<file path="src/sv/gic_pkg.sv">
// Package: shared constants, register codes and types for the gamepad input conditioner.
package gic_pkg;

    localparam int NUM_INPUTS  = 11;
    localparam int SAMPLE_BITS = 12;

    localparam int REG_BITS    = 12;
    localparam int IDX_BITS    = 3;
    localparam int BTN_BITS    = 7;
    localparam int STATE_BITS  = 11;
    localparam int PIDX_BITS   = 4;
    localparam int RAW_BITS    = 11;
    localparam int CMP_BITS    = (SAMPLE_BITS > REG_BITS) ? SAMPLE_BITS : REG_BITS;

    localparam logic [REG_BITS-1:0] RST_FILTER_WINDOW = REG_BITS'(32);
    localparam logic [REG_BITS-1:0] RST_THRESH_LEFT   = REG_BITS'(3000);
    localparam logic [REG_BITS-1:0] RST_THRESH_RIGHT  = REG_BITS'(1000);
    localparam logic [REG_BITS-1:0] RST_THRESH_UP     = REG_BITS'(3000);
    localparam logic [REG_BITS-1:0] RST_THRESH_DOWN   = REG_BITS'(1000);

    typedef enum logic [IDX_BITS-1:0] {
        REG_FILTER_WINDOW = 3'd0,
        REG_THRESH_LEFT   = 3'd1,
        REG_THRESH_RIGHT  = 3'd2,
        REG_THRESH_UP     = 3'd3,
        REG_THRESH_DOWN   = 3'd4
    } t_reg_idx;

    typedef struct packed {
        logic hi;
        logic lo;
    } t_dir;

endpackage

</file>
<file path="src/sv/gic_in_if.sv">
// Interface: poll item channel (two joystick samples and button levels).
interface gic_in_if
    import gic_pkg::*;
();
    logic                   valid;
    logic                   ready;
    logic [SAMPLE_BITS-1:0] sample_x;
    logic [SAMPLE_BITS-1:0] sample_y;
    logic [BTN_BITS-1:0]    button_levels;

    modport source (output valid, output sample_x, output sample_y, output button_levels,
                    input ready);
    modport sink   (input valid, input sample_x, input sample_y, input button_levels,
                    output ready);
endinterface

</file>
<file path="src/sv/gic_out_if.sv">
// Interface: result channel (debounced state and lowest new press).
interface gic_out_if
    import gic_pkg::*;
();
    logic                  valid;
    logic                  ready;
    logic [STATE_BITS-1:0] debounced_state;
    logic                  press_valid;
    logic [PIDX_BITS-1:0]  press_index;

    modport source (output valid, output debounced_state, output press_valid,
                    output press_index, input ready);
    modport sink   (input valid, input debounced_state, input press_valid,
                    input press_index, output ready);
endinterface

</file>
<file path="src/sv/gic_cfg_if.sv">
// Interface: configuration register write channel.
interface gic_cfg_if
    import gic_pkg::*;
();
    logic                valid;
    logic                ready;
    logic [IDX_BITS-1:0] index;
    logic [REG_BITS-1:0] data;

    modport source (output valid, output index, output data, input ready);
    modport sink   (input valid, input index, input data, output ready);
endinterface

</file>
<file path="src/sv/gic_axis.sv">
// Joystick axis: windowed hold of the sample and two-threshold direction decode.
module gic_axis
    import gic_pkg::*;
(
    input  logic                   i_clk,
    input  logic                   i_rst_n,
    input  logic                   i_en,
    input  logic [SAMPLE_BITS-1:0] i_sample,
    input  logic [REG_BITS-1:0]    i_window,
    input  logic [REG_BITS-1:0]    i_thr_hi,
    input  logic [REG_BITS-1:0]    i_thr_lo,
    output t_dir                   o_dir
);

    logic [SAMPLE_BITS-1:0] r_held;
    logic [SAMPLE_BITS-1:0] n_held;
    logic [SAMPLE_BITS-1:0] diff;

    always_comb begin
        diff = (r_held > i_sample) ? (r_held - i_sample) : (i_sample - r_held);
        n_held = (CMP_BITS'(diff) > CMP_BITS'(i_window)) ? i_sample : r_held;
        o_dir.hi = CMP_BITS'(n_held) > CMP_BITS'(i_thr_hi);
        o_dir.lo = !o_dir.hi && (CMP_BITS'(n_held) > CMP_BITS'(i_thr_lo));
    end

    always_ff @(posedge i_clk) begin
        if (!i_rst_n) begin
            r_held <= '0;
        end else if (i_en) begin
            r_held <= n_held;
        end
    end

endmodule

</file>
<file path="src/sv/gamepad_input_conditioner.sv">
// Top level: gamepad input conditioner with axis hold, direction decode and debounce.
// Result: registered on the output register in the cycle after the input transfer.
// Throughput: one poll item per cycle; the output register decouples the two sides,
// so input ready drops only while a result waits and the sink is stalled.
// Reset: synchronous active low; clears held values and debounce state, sets the
// previous raw bits to all ones and loads register defaults.
module gamepad_input_conditioner
    import gic_pkg::*;
(
    input  logic i_clk,
    input  logic i_rst_n,
    gic_in_if.sink    i_in,
    gic_out_if.source o_out,
    gic_cfg_if.sink   i_cfg
);

    logic [REG_BITS-1:0] r_filter_window;
    logic [REG_BITS-1:0] r_thresh_left;
    logic [REG_BITS-1:0] r_thresh_right;
    logic [REG_BITS-1:0] r_thresh_up;
    logic [REG_BITS-1:0] r_thresh_down;

    logic [NUM_INPUTS-1:0] r_prev_raw;
    logic [NUM_INPUTS-1:0] r_deb;
    logic [NUM_INPUTS-1:0] n_deb;
    logic [NUM_INPUTS-1:0] raw;
    logic [NUM_INPUTS-1:0] rose;
    logic [RAW_BITS-1:0]   raw_all;
    logic [NUM_INPUTS+RAW_BITS-1:0]   raw_ext;
    logic [NUM_INPUTS+STATE_BITS-1:0] deb_ext;

    logic                  r_out_valid;
    logic [STATE_BITS-1:0] r_out_state;
    logic                  r_out_press;
    logic [PIDX_BITS-1:0]  r_out_index;
    logic [PIDX_BITS-1:0]  n_index;

    logic accept;
    t_dir dir_x;
    t_dir dir_y;

    assign i_cfg.ready = 1'b1;

    always_ff @(posedge i_clk) begin
        if (!i_rst_n) begin
            r_filter_window <= RST_FILTER_WINDOW;
            r_thresh_left   <= RST_THRESH_LEFT;
            r_thresh_right  <= RST_THRESH_RIGHT;
            r_thresh_up     <= RST_THRESH_UP;
            r_thresh_down   <= RST_THRESH_DOWN;
        end else if (i_cfg.valid) begin
            case (i_cfg.index)
                REG_FILTER_WINDOW: r_filter_window <= i_cfg.data;
                REG_THRESH_LEFT:   r_thresh_left   <= i_cfg.data;
                REG_THRESH_RIGHT:  r_thresh_right  <= i_cfg.data;
                REG_THRESH_UP:     r_thresh_up     <= i_cfg.data;
                REG_THRESH_DOWN:   r_thresh_down   <= i_cfg.data;
                default: ;
            endcase
        end
    end

    assign i_in.ready = !r_out_valid || o_out.ready;
    assign accept     = i_in.valid && i_in.ready;

    gic_axis u_axis_x (
        .i_clk    (i_clk),
        .i_rst_n  (i_rst_n),
        .i_en     (accept),
        .i_sample (i_in.sample_x),
        .i_window (r_filter_window),
        .i_thr_hi (r_thresh_left),
        .i_thr_lo (r_thresh_right),
        .o_dir    (dir_x)
    );

    gic_axis u_axis_y (
        .i_clk    (i_clk),
        .i_rst_n  (i_rst_n),
        .i_en     (accept),
        .i_sample (i_in.sample_y),
        .i_window (r_filter_window),
        .i_thr_hi (r_thresh_up),
        .i_thr_lo (r_thresh_down),
        .o_dir    (dir_y)
    );

    always_comb begin
        raw_all = {~i_in.button_levels, dir_x.lo, dir_x.hi, dir_y.lo, dir_y.hi};
        raw_ext = {{NUM_INPUTS{1'b0}}, raw_all};
        raw     = raw_ext[NUM_INPUTS-1:0];
        n_deb   = (r_deb | (raw & r_prev_raw)) & (raw | r_prev_raw);
        rose    = n_deb & ~r_deb;
        n_index = '0;
        for (int i = NUM_INPUTS - 1; i >= 0; i--) begin
            if (rose[i]) begin
                n_index = PIDX_BITS'(i);
            end
        end
        deb_ext = {{STATE_BITS{1'b0}}, n_deb};
    end

    always_ff @(posedge i_clk) begin
        if (!i_rst_n) begin
            r_prev_raw  <= '1;
            r_deb       <= '0;
            r_out_valid <= 1'b0;
        end else begin
            if (accept) begin
                r_prev_raw  <= raw;
                r_deb       <= n_deb;
                r_out_valid <= 1'b1;
            end else if (o_out.ready) begin
                r_out_valid <= 1'b0;
            end
        end
    end

    always_ff @(posedge i_clk) begin
        if (accept) begin
            r_out_state <= deb_ext[STATE_BITS-1:0];
            r_out_press <= |rose;
            r_out_index <= n_index;
        end
    end

    assign o_out.valid           = r_out_valid;
    assign o_out.debounced_state = r_out_state;
    assign o_out.press_valid     = r_out_press;
    assign o_out.press_index     = r_out_index;

endmodule
</file>
<file path="src/flat_wrapper.sv">
// flat-port wrapper written by rule: the top's interface ports become plain ports
module gamepad_input_conditioner_flat import gic_pkg::*;
  (i_clk, i_rst_n, i_in_valid, i_in_sample_x, i_in_sample_y, i_in_button_levels, i_in_ready, o_out_valid, o_out_debounced_state, o_out_press_valid, o_out_press_index, o_out_ready, i_cfg_valid, i_cfg_index, i_cfg_data, i_cfg_ready);
  gic_in_if i_in_i ();
  gic_out_if o_out_i ();
  gic_cfg_if i_cfg_i ();
  input  logic i_clk;
  input  logic i_rst_n;
  input wire logic [$bits(i_in_i.valid)-1:0] i_in_valid;
  input wire logic [$bits(i_in_i.sample_x)-1:0] i_in_sample_x;
  input wire logic [$bits(i_in_i.sample_y)-1:0] i_in_sample_y;
  input wire logic [$bits(i_in_i.button_levels)-1:0] i_in_button_levels;
  output wire logic [$bits(i_in_i.ready)-1:0] i_in_ready;
  output wire logic [$bits(o_out_i.valid)-1:0] o_out_valid;
  output wire logic [$bits(o_out_i.debounced_state)-1:0] o_out_debounced_state;
  output wire logic [$bits(o_out_i.press_valid)-1:0] o_out_press_valid;
  output wire logic [$bits(o_out_i.press_index)-1:0] o_out_press_index;
  input wire logic [$bits(o_out_i.ready)-1:0] o_out_ready;
  input wire logic [$bits(i_cfg_i.valid)-1:0] i_cfg_valid;
  input wire logic [$bits(i_cfg_i.index)-1:0] i_cfg_index;
  input wire logic [$bits(i_cfg_i.data)-1:0] i_cfg_data;
  output wire logic [$bits(i_cfg_i.ready)-1:0] i_cfg_ready;
  assign i_in_i.valid = i_in_valid;
  assign i_in_i.sample_x = i_in_sample_x;
  assign i_in_i.sample_y = i_in_sample_y;
  assign i_in_i.button_levels = i_in_button_levels;
  assign i_in_ready = i_in_i.ready;
  assign o_out_valid = o_out_i.valid;
  assign o_out_debounced_state = o_out_i.debounced_state;
  assign o_out_press_valid = o_out_i.press_valid;
  assign o_out_press_index = o_out_i.press_index;
  assign o_out_i.ready = o_out_ready;
  assign i_cfg_i.valid = i_cfg_valid;
  assign i_cfg_i.index = i_cfg_index;
  assign i_cfg_i.data = i_cfg_data;
  assign i_cfg_ready = i_cfg_i.ready;
  gamepad_input_conditioner u_core (.i_clk(i_clk), .i_rst_n(i_rst_n), .i_in(i_in_i), .o_out(o_out_i), .i_cfg(i_cfg_i));
endmodule
</file>
<file path="config.mk">
export PLATFORM = sky130hd
export DESIGN_NAME = gamepad_input_conditioner_flat
export DESIGN_NICKNAME = d
export VERILOG_FILES = /design/src/sv/gic_pkg.sv /design/src/sv/gic_in_if.sv /design/src/sv/gic_out_if.sv /design/src/sv/gic_cfg_if.sv /design/src/sv/gic_axis.sv /design/src/sv/gamepad_input_conditioner.sv /design/src/flat_wrapper.sv
export SDC_FILE = /design/constraint.sdc
export NUM_CORES = 1
export LEC_CHECK = 0
export BUFFER_PORTS_ARGS = -buffer_cell sky130_fd_sc_hd__buf_4
export CELL_PAD_IN_SITES_DETAIL_PLACEMENT = 0
export CELL_PAD_IN_SITES_GLOBAL_PLACEMENT = 2
export CORE_ASPECT_RATIO = 0.75
export CORE_MARGIN = 10
export CORE_UTILIZATION = 30
export DETAILED_ROUTE_END_ITERATION = 12
export GPL_TIMING_DRIVEN = 0
export PLACE_DENSITY_LB_ADDON = 0.1
export SLEW_MARGIN = 10
export SYNTH_ARGS = -nofsm -noshare
export SYNTH_HDL_FRONTEND = slang
export SYNTH_HIERARCHICAL = 1
export SYNTH_SLANG_ARGS = --single-unit
export TNS_END_PERCENT = 50
</file>
<file path="constraint.sdc">
create_clock -name i_clk -period 5.8 [get_ports i_clk]
set_clock_uncertainty 0.05 [all_clocks]
set_input_delay 0.29 -clock i_clk [delete_from_list [all_inputs] [get_ports i_clk]]
set_output_delay 0.29 -clock i_clk [all_outputs]
set_load 0.05 [all_outputs]
</file>
---- Yosys cells after proc, flatten, opt, wreduce, memory -nomap -nowiden ----
Index checks and enable logic that the tools add are counted.
storage, ports and cells
  word-level logic and storage cells ...... 73
  bits of input ports ..................... 51
  register bits ........................... 123
  output and inout bits ................... 19
operators by class
  magnitude comparators ................... 8
  bitwise logic cells ..................... 7
  equality and inequality tests ........... 4
  reduce and logical (&&, ||, !) cells .... 18
  add/sub/neg operators ................... 4
  multiplexer cells ....................... 16
operators with widths
  operator            count
  $gt 12x12->1        8
  $mux 12             4
  $sub 12x12->12      4
  $and 11x11->11      3
  $or 11x11->11       2
  $mux 3              4
  $mux 4              3
  $not 11->11         1
  $reduce_or 11->1    1
  $reduce_and 2->1    5
  $reduce_or 8->1     1
  $not 7->7           1
  $eq 3x2->1 const B  2
  $mux 2              2
  $reduce_or 4->1     1
  $eq 3x1->1 const B  1
  $eq 3x3->1 const B  1
  $logic_and 1x1->1   3
  $logic_not 1->1     3
  $logic_not 3->1     1
  $mux 1              3
  $reduce_bool 2->1   1
  $reduce_or 2->1     1
  $logic_or 1x1->1    1

---- Depth between registers and ports, before layout ----
Gate-level depths: netlist of the first run.
  depth in word-level cells ............... 21
  depth in mapped cells ................... 30

---- Modules after synthesis ----
Netlist of the first run, hierarchy kept.
by module, submodules not included
  module                      cells each  sequential area each (um^2)  area an instance (um^2)  times used
  gamepad_input_conditioner   436         2142.1                       3888.7                   1
  gic_axis (u_core.u_axis_y)  333         240.2                        2600.0                   1
  gic_axis (u_core.u_axis_x)  334         240.2                        2548.7                   1

---- Worst setup path after synthesis of the first run ----
No wires, ideal clock.
  path kind ............................... register -> register
  start point ............................. register u_core.u_axis_y.r_held[0]
  end point ............................... register u_core.r_out_index[3] (netlist: u_core/o_out.press_index[3]) (data pin)
  data required time ...................... 5.495 ns
  path slack .............................. 0.117 ns
  library setup time ...................... 0.255 ns
  cell stages (with the launch flop) ...... 31
  arrival time ............................ 5.378 ns
  cell sequence ........................... dfxtp_1 > inv_1 > ha_1 > inv_1 > fa_1 > a211oi_1 > o21ai_1 > a31oi_1 > a41oi_1 > buf_6 > mux2i_1 > xnor2_1 > ha_1 > a21o_1 > a21o_1 > a21o_1 > a2111oi_4 > nor2_1 > buf_4 > mux2i_1 > ha_1 > a21o_1 > a21o_1 > a21oi_1 > o21ai_0 > a21oi_1 > o221a_2 > nand3b_1 > o21ai_0 > nor2_1 > and3b_1
RTL lines
  what                    RTL line                          source
  start, declared         gic_axis.sv:15                    logic [SAMPLE_BITS-1:0] r_held;
  start signal, assigned  gic_axis.sv:30                    r_held <= n_held;
  end signal, assigned    gamepad_input_conditioner.sv:123  r_out_index <= n_index;
  end, declared           gamepad_input_conditioner.sv:35   logic [PIDX_BITS-1:0] r_out_index;

==> results.json, run 1 <==
{
  "drcViolationCount": 0,
  "cpMaxStageDelayCell": "fa_2",
  "gr-total-overflow": 0,
  "p_per_area_nw_per_um2": 515.2,
  "io_buffer_count": 68,
  "synth_edf_count": 16,
  "holdBufCountCts": 0,
  "cts_buffer_depth": 2,
  "synth_most_common_cell": "nand2_1",
  "cts-root-buf": "clkbuf_16",
  "reg2reg_from": "u_core/u_axis_x/r_held[0]$_SDFFE_PN0P_",
  "yosys_most_used_dff": "dfxtp_1",
  "async_reset_ff_frac": 0,
  "rsz0062_at_grt": "true",
  "antenna_found_initial": 0,
  "netlist_instances": 1103,
  "hpwlAfterDp_um": 21930,
  "hold_depth": 2,
  "cts_tree": "done",
  "synth_nets": 1276,
  "cts.sinks": 123,
  "startpoint_type": "flip-flop",
  "worstPathArrival_ns": 5.98,
  "hold_viol_final": 0,
  "cpPeakStageDelay_ns": 0.42,
  "area_growth_pct": 28.52,
  "placed_cells": 1563,
  "required_ns": 5.93,
  "status": "complete, but fails checks",
  "setup_violations": 5,
  "crit_family": "compound AO/OA/AOI/OAI gates",
  "syn-cell-area_sq_um": 9037,
  "grtUsageTotal": 0.1570,
  "leakagePower_nw": 5.197,
  "drtIter0Drc": 320,
  "htree_levels": 4,
  "grt_pass1_wl_um": 45520,
  "cp_num_buf_inv": 8,
  "postPlaceCellArea_sq_um": 10040,
  "drtAntennaViolNets": 0,
  "place.gp.congestion": 0.7578,
  "drt_pass1_iterations": 7,
  "synth_area_per_cell_sq_um": 8.193,
  "cp_max_fo": 5,
  "ys_seq_area_frac": 0.2902,
  "startpoint": "u_core/u_axis_x/r_held[0]$_SDFFE_PN0P_",
  "synth_common_cells": "nand2_1, inv_1, ha_1, dfxtp_1, mux2i_1",
  "first_global_vias": 7739,
  "die_h_um": 170.3,
  "worst_slew_pin_slew_ns": 0.6959,
  "num_antenna_cells": 0,
  "path_clk_slew_ns": 0.07,
  "ir_drop_mv": 0.2853,
  "synth_area_leader_cell": "dfxtp_1",
  "finalNetCount": 1392,
  "timing.fmax_mhz": 170.8,
  "period_share": 1.009,
  "cap_violations": 0,
  "hp-class": "input port to flip-flop",
  "p_total_mw": 5.984,
  "synth_seq_cells": 123,
  "period_minus_slack_ns": 5.855,
  "crit_type": "flip-flop to flip-flop",
  "yosys_warnings": 6,
  "holdWs_ns": 0.03506,
  "core_sq_um": 29390,
  "hp-start": "i_in_button_levels[6]",
  "drive_gt1_frac": 0.2208,
  "slew_headroom": 0.5360,
  "vias": 7744,
  "die_x_um": 220.4,
  "die_area_sq_um": 37540,
  "grt_max_degree": 28,
  "wl_um": 29030,
  "worst_slack_ns": -0.05463,
  "boundaryPins": 70,
  "place_ws_ns": -1.429,
  "crit_top_cell": "a21o_1",
  "drv_slew": 0,
  "ys_types": 64,
  "finish.instance_area_sq_um": 11610,
  "final_cells": 1624,
  "std_cell_rows": 54,
  "worst-path-stages": 32,
  "worstSkewPairLatency_ns": 0.42,
  "start_util": 0.3075,
  "r2r_cells": 32,
  "synth_top_cell_area_share": 0.2370,
  "violations": "setup timing",
  "routedWlPerCell_um": 17.88,
  "endpoint_kind": "flip-flop",
  "vias_per_cell": 4.768,
  "cts_buffers": 17,
  "synth_area_leaders": "dfxtp_1, ha_1, nand2_1, mux2i_1, inv_1"
}
## repair_timing
item	4_1_cts	5_1_grt
buffers inserted	20	11
setup endpoints to repair	17	16
gates resized for setup	82	60
gates cloned	2	0
pin swaps	37	54
## sequential cells by signal, summed over array words and instances (netlist names)
name                          cells
u_core/r_deb                     11
u_core/o_out.press_index          4
u_core/o_out.press_valid          1
u_core/u_axis_x/r_held           12
u_core/r_prev_raw                11
u_core/r_thresh_left             12
u_core/r_thresh_up               12
u_core/r_thresh_down             12
u_core/o_out.debounced_state     11
u_core/r_filter_window           12
u_core/o_out.valid                1
u_core/u_axis_y/r_held           12
u_core/r_thresh_right            12
## placed cells by master, fill, tap and decap left out, types with 13 or more instances in the layout
cell / synthesis / routed
inv_1: 130 / 126
buf_4: 12 / 103
ha_1: 118 / 100
clkbuf_16: 0 / 17
dfxtp_1: 107 / 105
mux2i_1: 64 / 38
edfxtp_1: 16 / 16
nand2_1: 232 / 229
a21o_1: 35 / 35
o211ai_1: 13 / 13
ha_4: 0 / 15
a21oi_1: 54 / 41
nand4_1: 19 / 19
a21boi_1: 16 / 18
mux2i_4: 0 / 14
nor2_1: 21 / 18
a21boi_0: 31 / 29
nand3_1: 37 / 37
o21ai_0: 36 / 29
a21oi_2: 0 / 13
clkbuf_1: 17 / 14
## cells by family (layout without fill, tap and decap cells)
kind of cell    count (synthesis)  count (layout)  synth area share
simple gates                  363             363            0.1834
compound gates                222             222            0.1671
buf+inv                       175             304           0.08127
fa+ha+maj                     130             130            0.1811
flops                         123             123            0.2902
mux                            69              69           0.07711
xor+xnor                       20              20           0.01938
other cells                     1               1         0.0004149
## final timing paths
kind	endpoint	slack, ns
max reg2reg	u_core/o_out.press_index[1]$_SDFFCE_PP0P_	-0.05
max	u_core/o_out.press_index[1]$_SDFFCE_PP0P_	-0.05
min reg2reg	u_core/r_thresh_right[11]$_SDFFE_PN0P_	0.41
min	u_core/r_prev_raw[10]$_SDFFE_PN1P_	0.04
## area by class of cell
cell class	instances	area (sq um)
Tap cell	392	490.5
Multi-Input combinational cell	805	6324
Clock buffer	18	429.2
Fill cell	3039	17780
Buffer	41	266.5
Timing Repair Buffer	101	859.6
Inverter	130	488.0
Clock inverter	14	132.6
Sequential cell	123	2625
## power by group
part | total [mW] | internal [mW] | switching, mW | leakage [nW]
combinational | 3.85 | 1.85 | 2.00 | 3.89
clock | 1.05 | 0.599 | 0.455 | 0.274
sequential | 1.08 | 0.998 | 0.0858 | 1.03
## through the flow
stage,util,TNS (ns)
after detailed placement,0.3416,-13.48
after global placement,0.3416,-15.92
after floorplan,-,0
after CTS,0.3824,-1.035
final,0.3952,-0.1435
after global routing,0.3952,-1.896
## per-layer routing
metal  track usage  routed length [um]
met1        0.2436               16270
met2        0.2184               11660
met3       0.02817                 962
met5             0                   0
met4       0.02733                 133
Power figures use the tool's default switching activity.
==> inputs of run 2 (changes only) <==
--- a/config.mk
+++ b/config.mk
@@ -5,6 +5,7 @@
 export SDC_FILE = /design/constraint.sdc
 export NUM_CORES = 1
 export LEC_CHECK = 0
+export ABC_AREA = 1
 export BUFFER_PORTS_ARGS = -buffer_cell sky130_fd_sc_hd__buf_4
 export CELL_PAD_IN_SITES_DETAIL_PLACEMENT = 0
 export CELL_PAD_IN_SITES_GLOBAL_PLACEMENT = 2
==> results.json, run 2 <==
{
  "status": "complete, no violations",
  "htree_levels": 4,
  "hp-class": "input port to flip-flop",
  "period_minus_slack_ns": 5.392,
  "first_global_vias": 8658,
  "routedWlPerCell_um": 15.50,
  "crit_top_cell": "nand2_1",
  "grtUsageTotal": 0.1544,
  "synth_area_leader_cell": "dfxtp_1",
  "die_x_um": 229.3,
  "yosys_warnings": 6,
  "synth_top_cell_area_share": 0.2174,
  "grt_use_met1": 0.2403,
  "drive_gt1_frac": 0.1326,
  "yosys_most_used_dff": "dfxtp_1",
  "leakagePower_nw": 6.223,
  "async_reset_ff_frac": 0,
  "cts_buffer_depth": 2,
  "die_area_sq_um": 40570,
  "worstSkewPairLatency_ns": 0.42,
  "worst_slack_ns": 0.4078,
  "holdBufCountCts": 0,
  "grt_max_degree": 36,
  "cts.sinks": 123,
  "postPlaceCellArea_sq_um": 10920,
  "required_ns": 5.92,
  "final_util": 0.3598,
  "place_ws_ns": -0.1549,
  "syn-cell-area_sq_um": 9854,
  "setup_violations": 0,
  "die_h_um": 177.0,
  "synth_most_common_cell": "nand2_1",
  "crit_type": "flip-flop to flip-flop",
  "synth_nets": 1676,
  "finalNetCount": 1766,
  "boundaryPins": 70,
  "synth_seq_cells": 123,
  "synth_edf_count": 16,
  "synth_area_leaders": "dfxtp_1, ha_1, nand2_1, inv_1, nand3_1",
  "ys_seq_area_frac": 0.2661,
  "hold_viol_final": 0,
  "final_common_cell": "nand2_1",
  "cp_num_buf_inv": 7,
  "cpMaxStageDelayCell": "fa_2",
  "cpPeakStageDelay_ns": 0.43,
  "num_antenna_cells": 0,
  "period_share": 0.9297,
  "gr-usage-met2": 0.2213,
  "grt_use_met3": 0.01586,
  "wl_um": 31730,
  "area_growth_pct": 18.23,
  "drtAntennaViolNets": 0,
  "ys_types": 45,
  "slew_headroom": 0.4633,
  "io_buffer_count": 68,
  "synth_area_per_cell_sq_um": 6.557,
  "netlist_instances": 1503,
  "vias_per_cell": 4.512,
  "cp_max_fo": 10,
  "p_per_area_nw_per_um2": 327.1,
  "busiest_layer": "met1",
  "vias": 9241,
  "antenna_found_initial": 0,
  "place.gp.congestion": 0.8569,
  "path_clk_slew_ns": 0.06,
  "final_cell_mix": "nand2_1, inv_1, nor2_1",
  "grt_pass1_wl_um": 49110,
  "timing.fmax_mhz": 185.5,
  "cap_violations": 0,
  "p_total_mw": 3.811,
  "drtIter0Drc": 589,
  "core_sq_um": 32380,
  "drcViolationCount": 0,
  "std_cell_rows": 57,
  "finish.instance_area_sq_um": 11650,
  "cts_buffers": 17,
  "crit_family": "simple AND/OR/NAND/NOR gates",
  "worstPathArrival_ns": 5.52,
  "ir_drop_mv": 0.2021,
  "synth_common_cells": "nand2_1, inv_1, nor2_1, ha_1, nand3_1",
  "drv_slew": 0,
  "hpwlAfterDp_um": 25800,
  "gr-total-overflow": 0,
  "startpoint_type": "flip-flop",
  "drt_pass1_iterations": 5,
  "cts_tree": "done",
  "cts-root-buf": "clkbuf_16",
  "endpoint_kind": "flip-flop",
  "worst_slew_pin_slew_ns": 0.8050,
  "start_util": 0.3044
}
-- run 2: cell count changes in the layout (fill, tap and decap cells not counted), moves of 18 or more --
cell | before | now
nand2_2 | 3 | 21
nand2_1 | 229 | 375
nand3_1 | 37 | 114
inv_1 | 126 | 259
o21ai_0 | 29 | 68
a21boi_0 | 29 | 1
a21o_1 | 35 | 4
a21oi_1 | 41 | 98
mux2i_1 | 38 | 0
nor2_1 | 18 | 135
buf_4 | 103 | 83
-- run 2: worst reg2reg max path, delay by kind of cell, from the launching register on --
family | cells | cell delay (ns)
and+or+nand+nor | 22 | 2.42
adders and majority gates | 4 | 1.19
buffers and inverters | 7 | 0.78
AOI/OAI and AO/OA | 3 | 0.40
DFF | 1 | 0.32
-- run 2: what timing repair did --
action                                  CTS  global route
pin swaps                                 0             6
gates resized for setup                   2            29
endpoints found under the setup margin    4             8
setup buffers                             0             3
cloned                                    0             0
-- run 2: cells by family (layout without fill, tap and decap cells) --
logic type | Yosys count | after routing | share of synthesized area
AOI/OAI and AO/OA | 208 | 208 | 0.1148
xor gates and xnor gates | 23 | 23 | 0.02044
adders and majority gates | 123 | 123 | 0.1591
buffers and inverters | 319 | 422 | 0.1339
DFF | 123 | 123 | 0.2661
other | 1 | 1 | 0.0003805
and+or+nand+nor | 706 | 706 | 0.3052
-- run 2: area by class of cell --
cell class	count	area, sq um
plain buffers	47	312.8
clock buffers	19	454.2
clock inverters	13	166.4
fillers	3618	20730
inverters	272	1021
multi-input cells	1061	5988
flip-flops and latches	123	2623
well taps	442	553.0
repair buffers	71	533.0
-- run 2: worst paths after layout --
| check | to | slack [ns] | cells after the start | from |
|---|---|---|---|---|
| setup / recovery | u_core/o_out.press_index[3]$_SDFFCE_PP0P_ | 0.41 | 36 | u_core/u_axis_y/r_held[0]$_SDFFE_PN0P_ |
| hold / removal | u_core/r_prev_raw[9]$_SDFFE_PN1P_ | 0.02 | 2 | i_in_button_levels[5] |
| setup reg to reg | u_core/o_out.press_index[3]$_SDFFCE_PP0P_ | 0.41 | 36 | u_core/u_axis_y/r_held[0]$_SDFFE_PN0P_ |
| hold reg to reg | u_core/r_thresh_right[8]$_SDFFE_PN1P_ | 0.41 | 2 | u_core/r_thresh_right[8]$_SDFFE_PN1P_ |
-- run 2: per-stage QoR --
stage / TNS (ns) / hold WS, ns / std cells
CTS: 0 / 0.01096 / 2045
global placement: -0.4515 / 0.3922 / 2013
global route: -0.04804 / 0.01921 / 2048
finish: 0 / 0.02355 / 2048
floorplan: 0 / 0.3532 / 1503
detailed placement: -0.3497 / 0.3933 / 2013
-- run 2: where the power goes --
group	internal [mW]	switching, mW	leakage, nW	total, mW
Combinational	0.587	1.08	4.89	1.67
Sequential	0.951	0.0534	1.03	1.00
Clock	0.704	0.431	0.295	1.13
Total	2.24	1.57	6.22	3.81
-- run 2: metal layers --
metal	routed length (um)	vias up
met3	812	17
met2	12680	138
met5	0	-
li1	-	4932
met4	264	0
met1	17980	4154
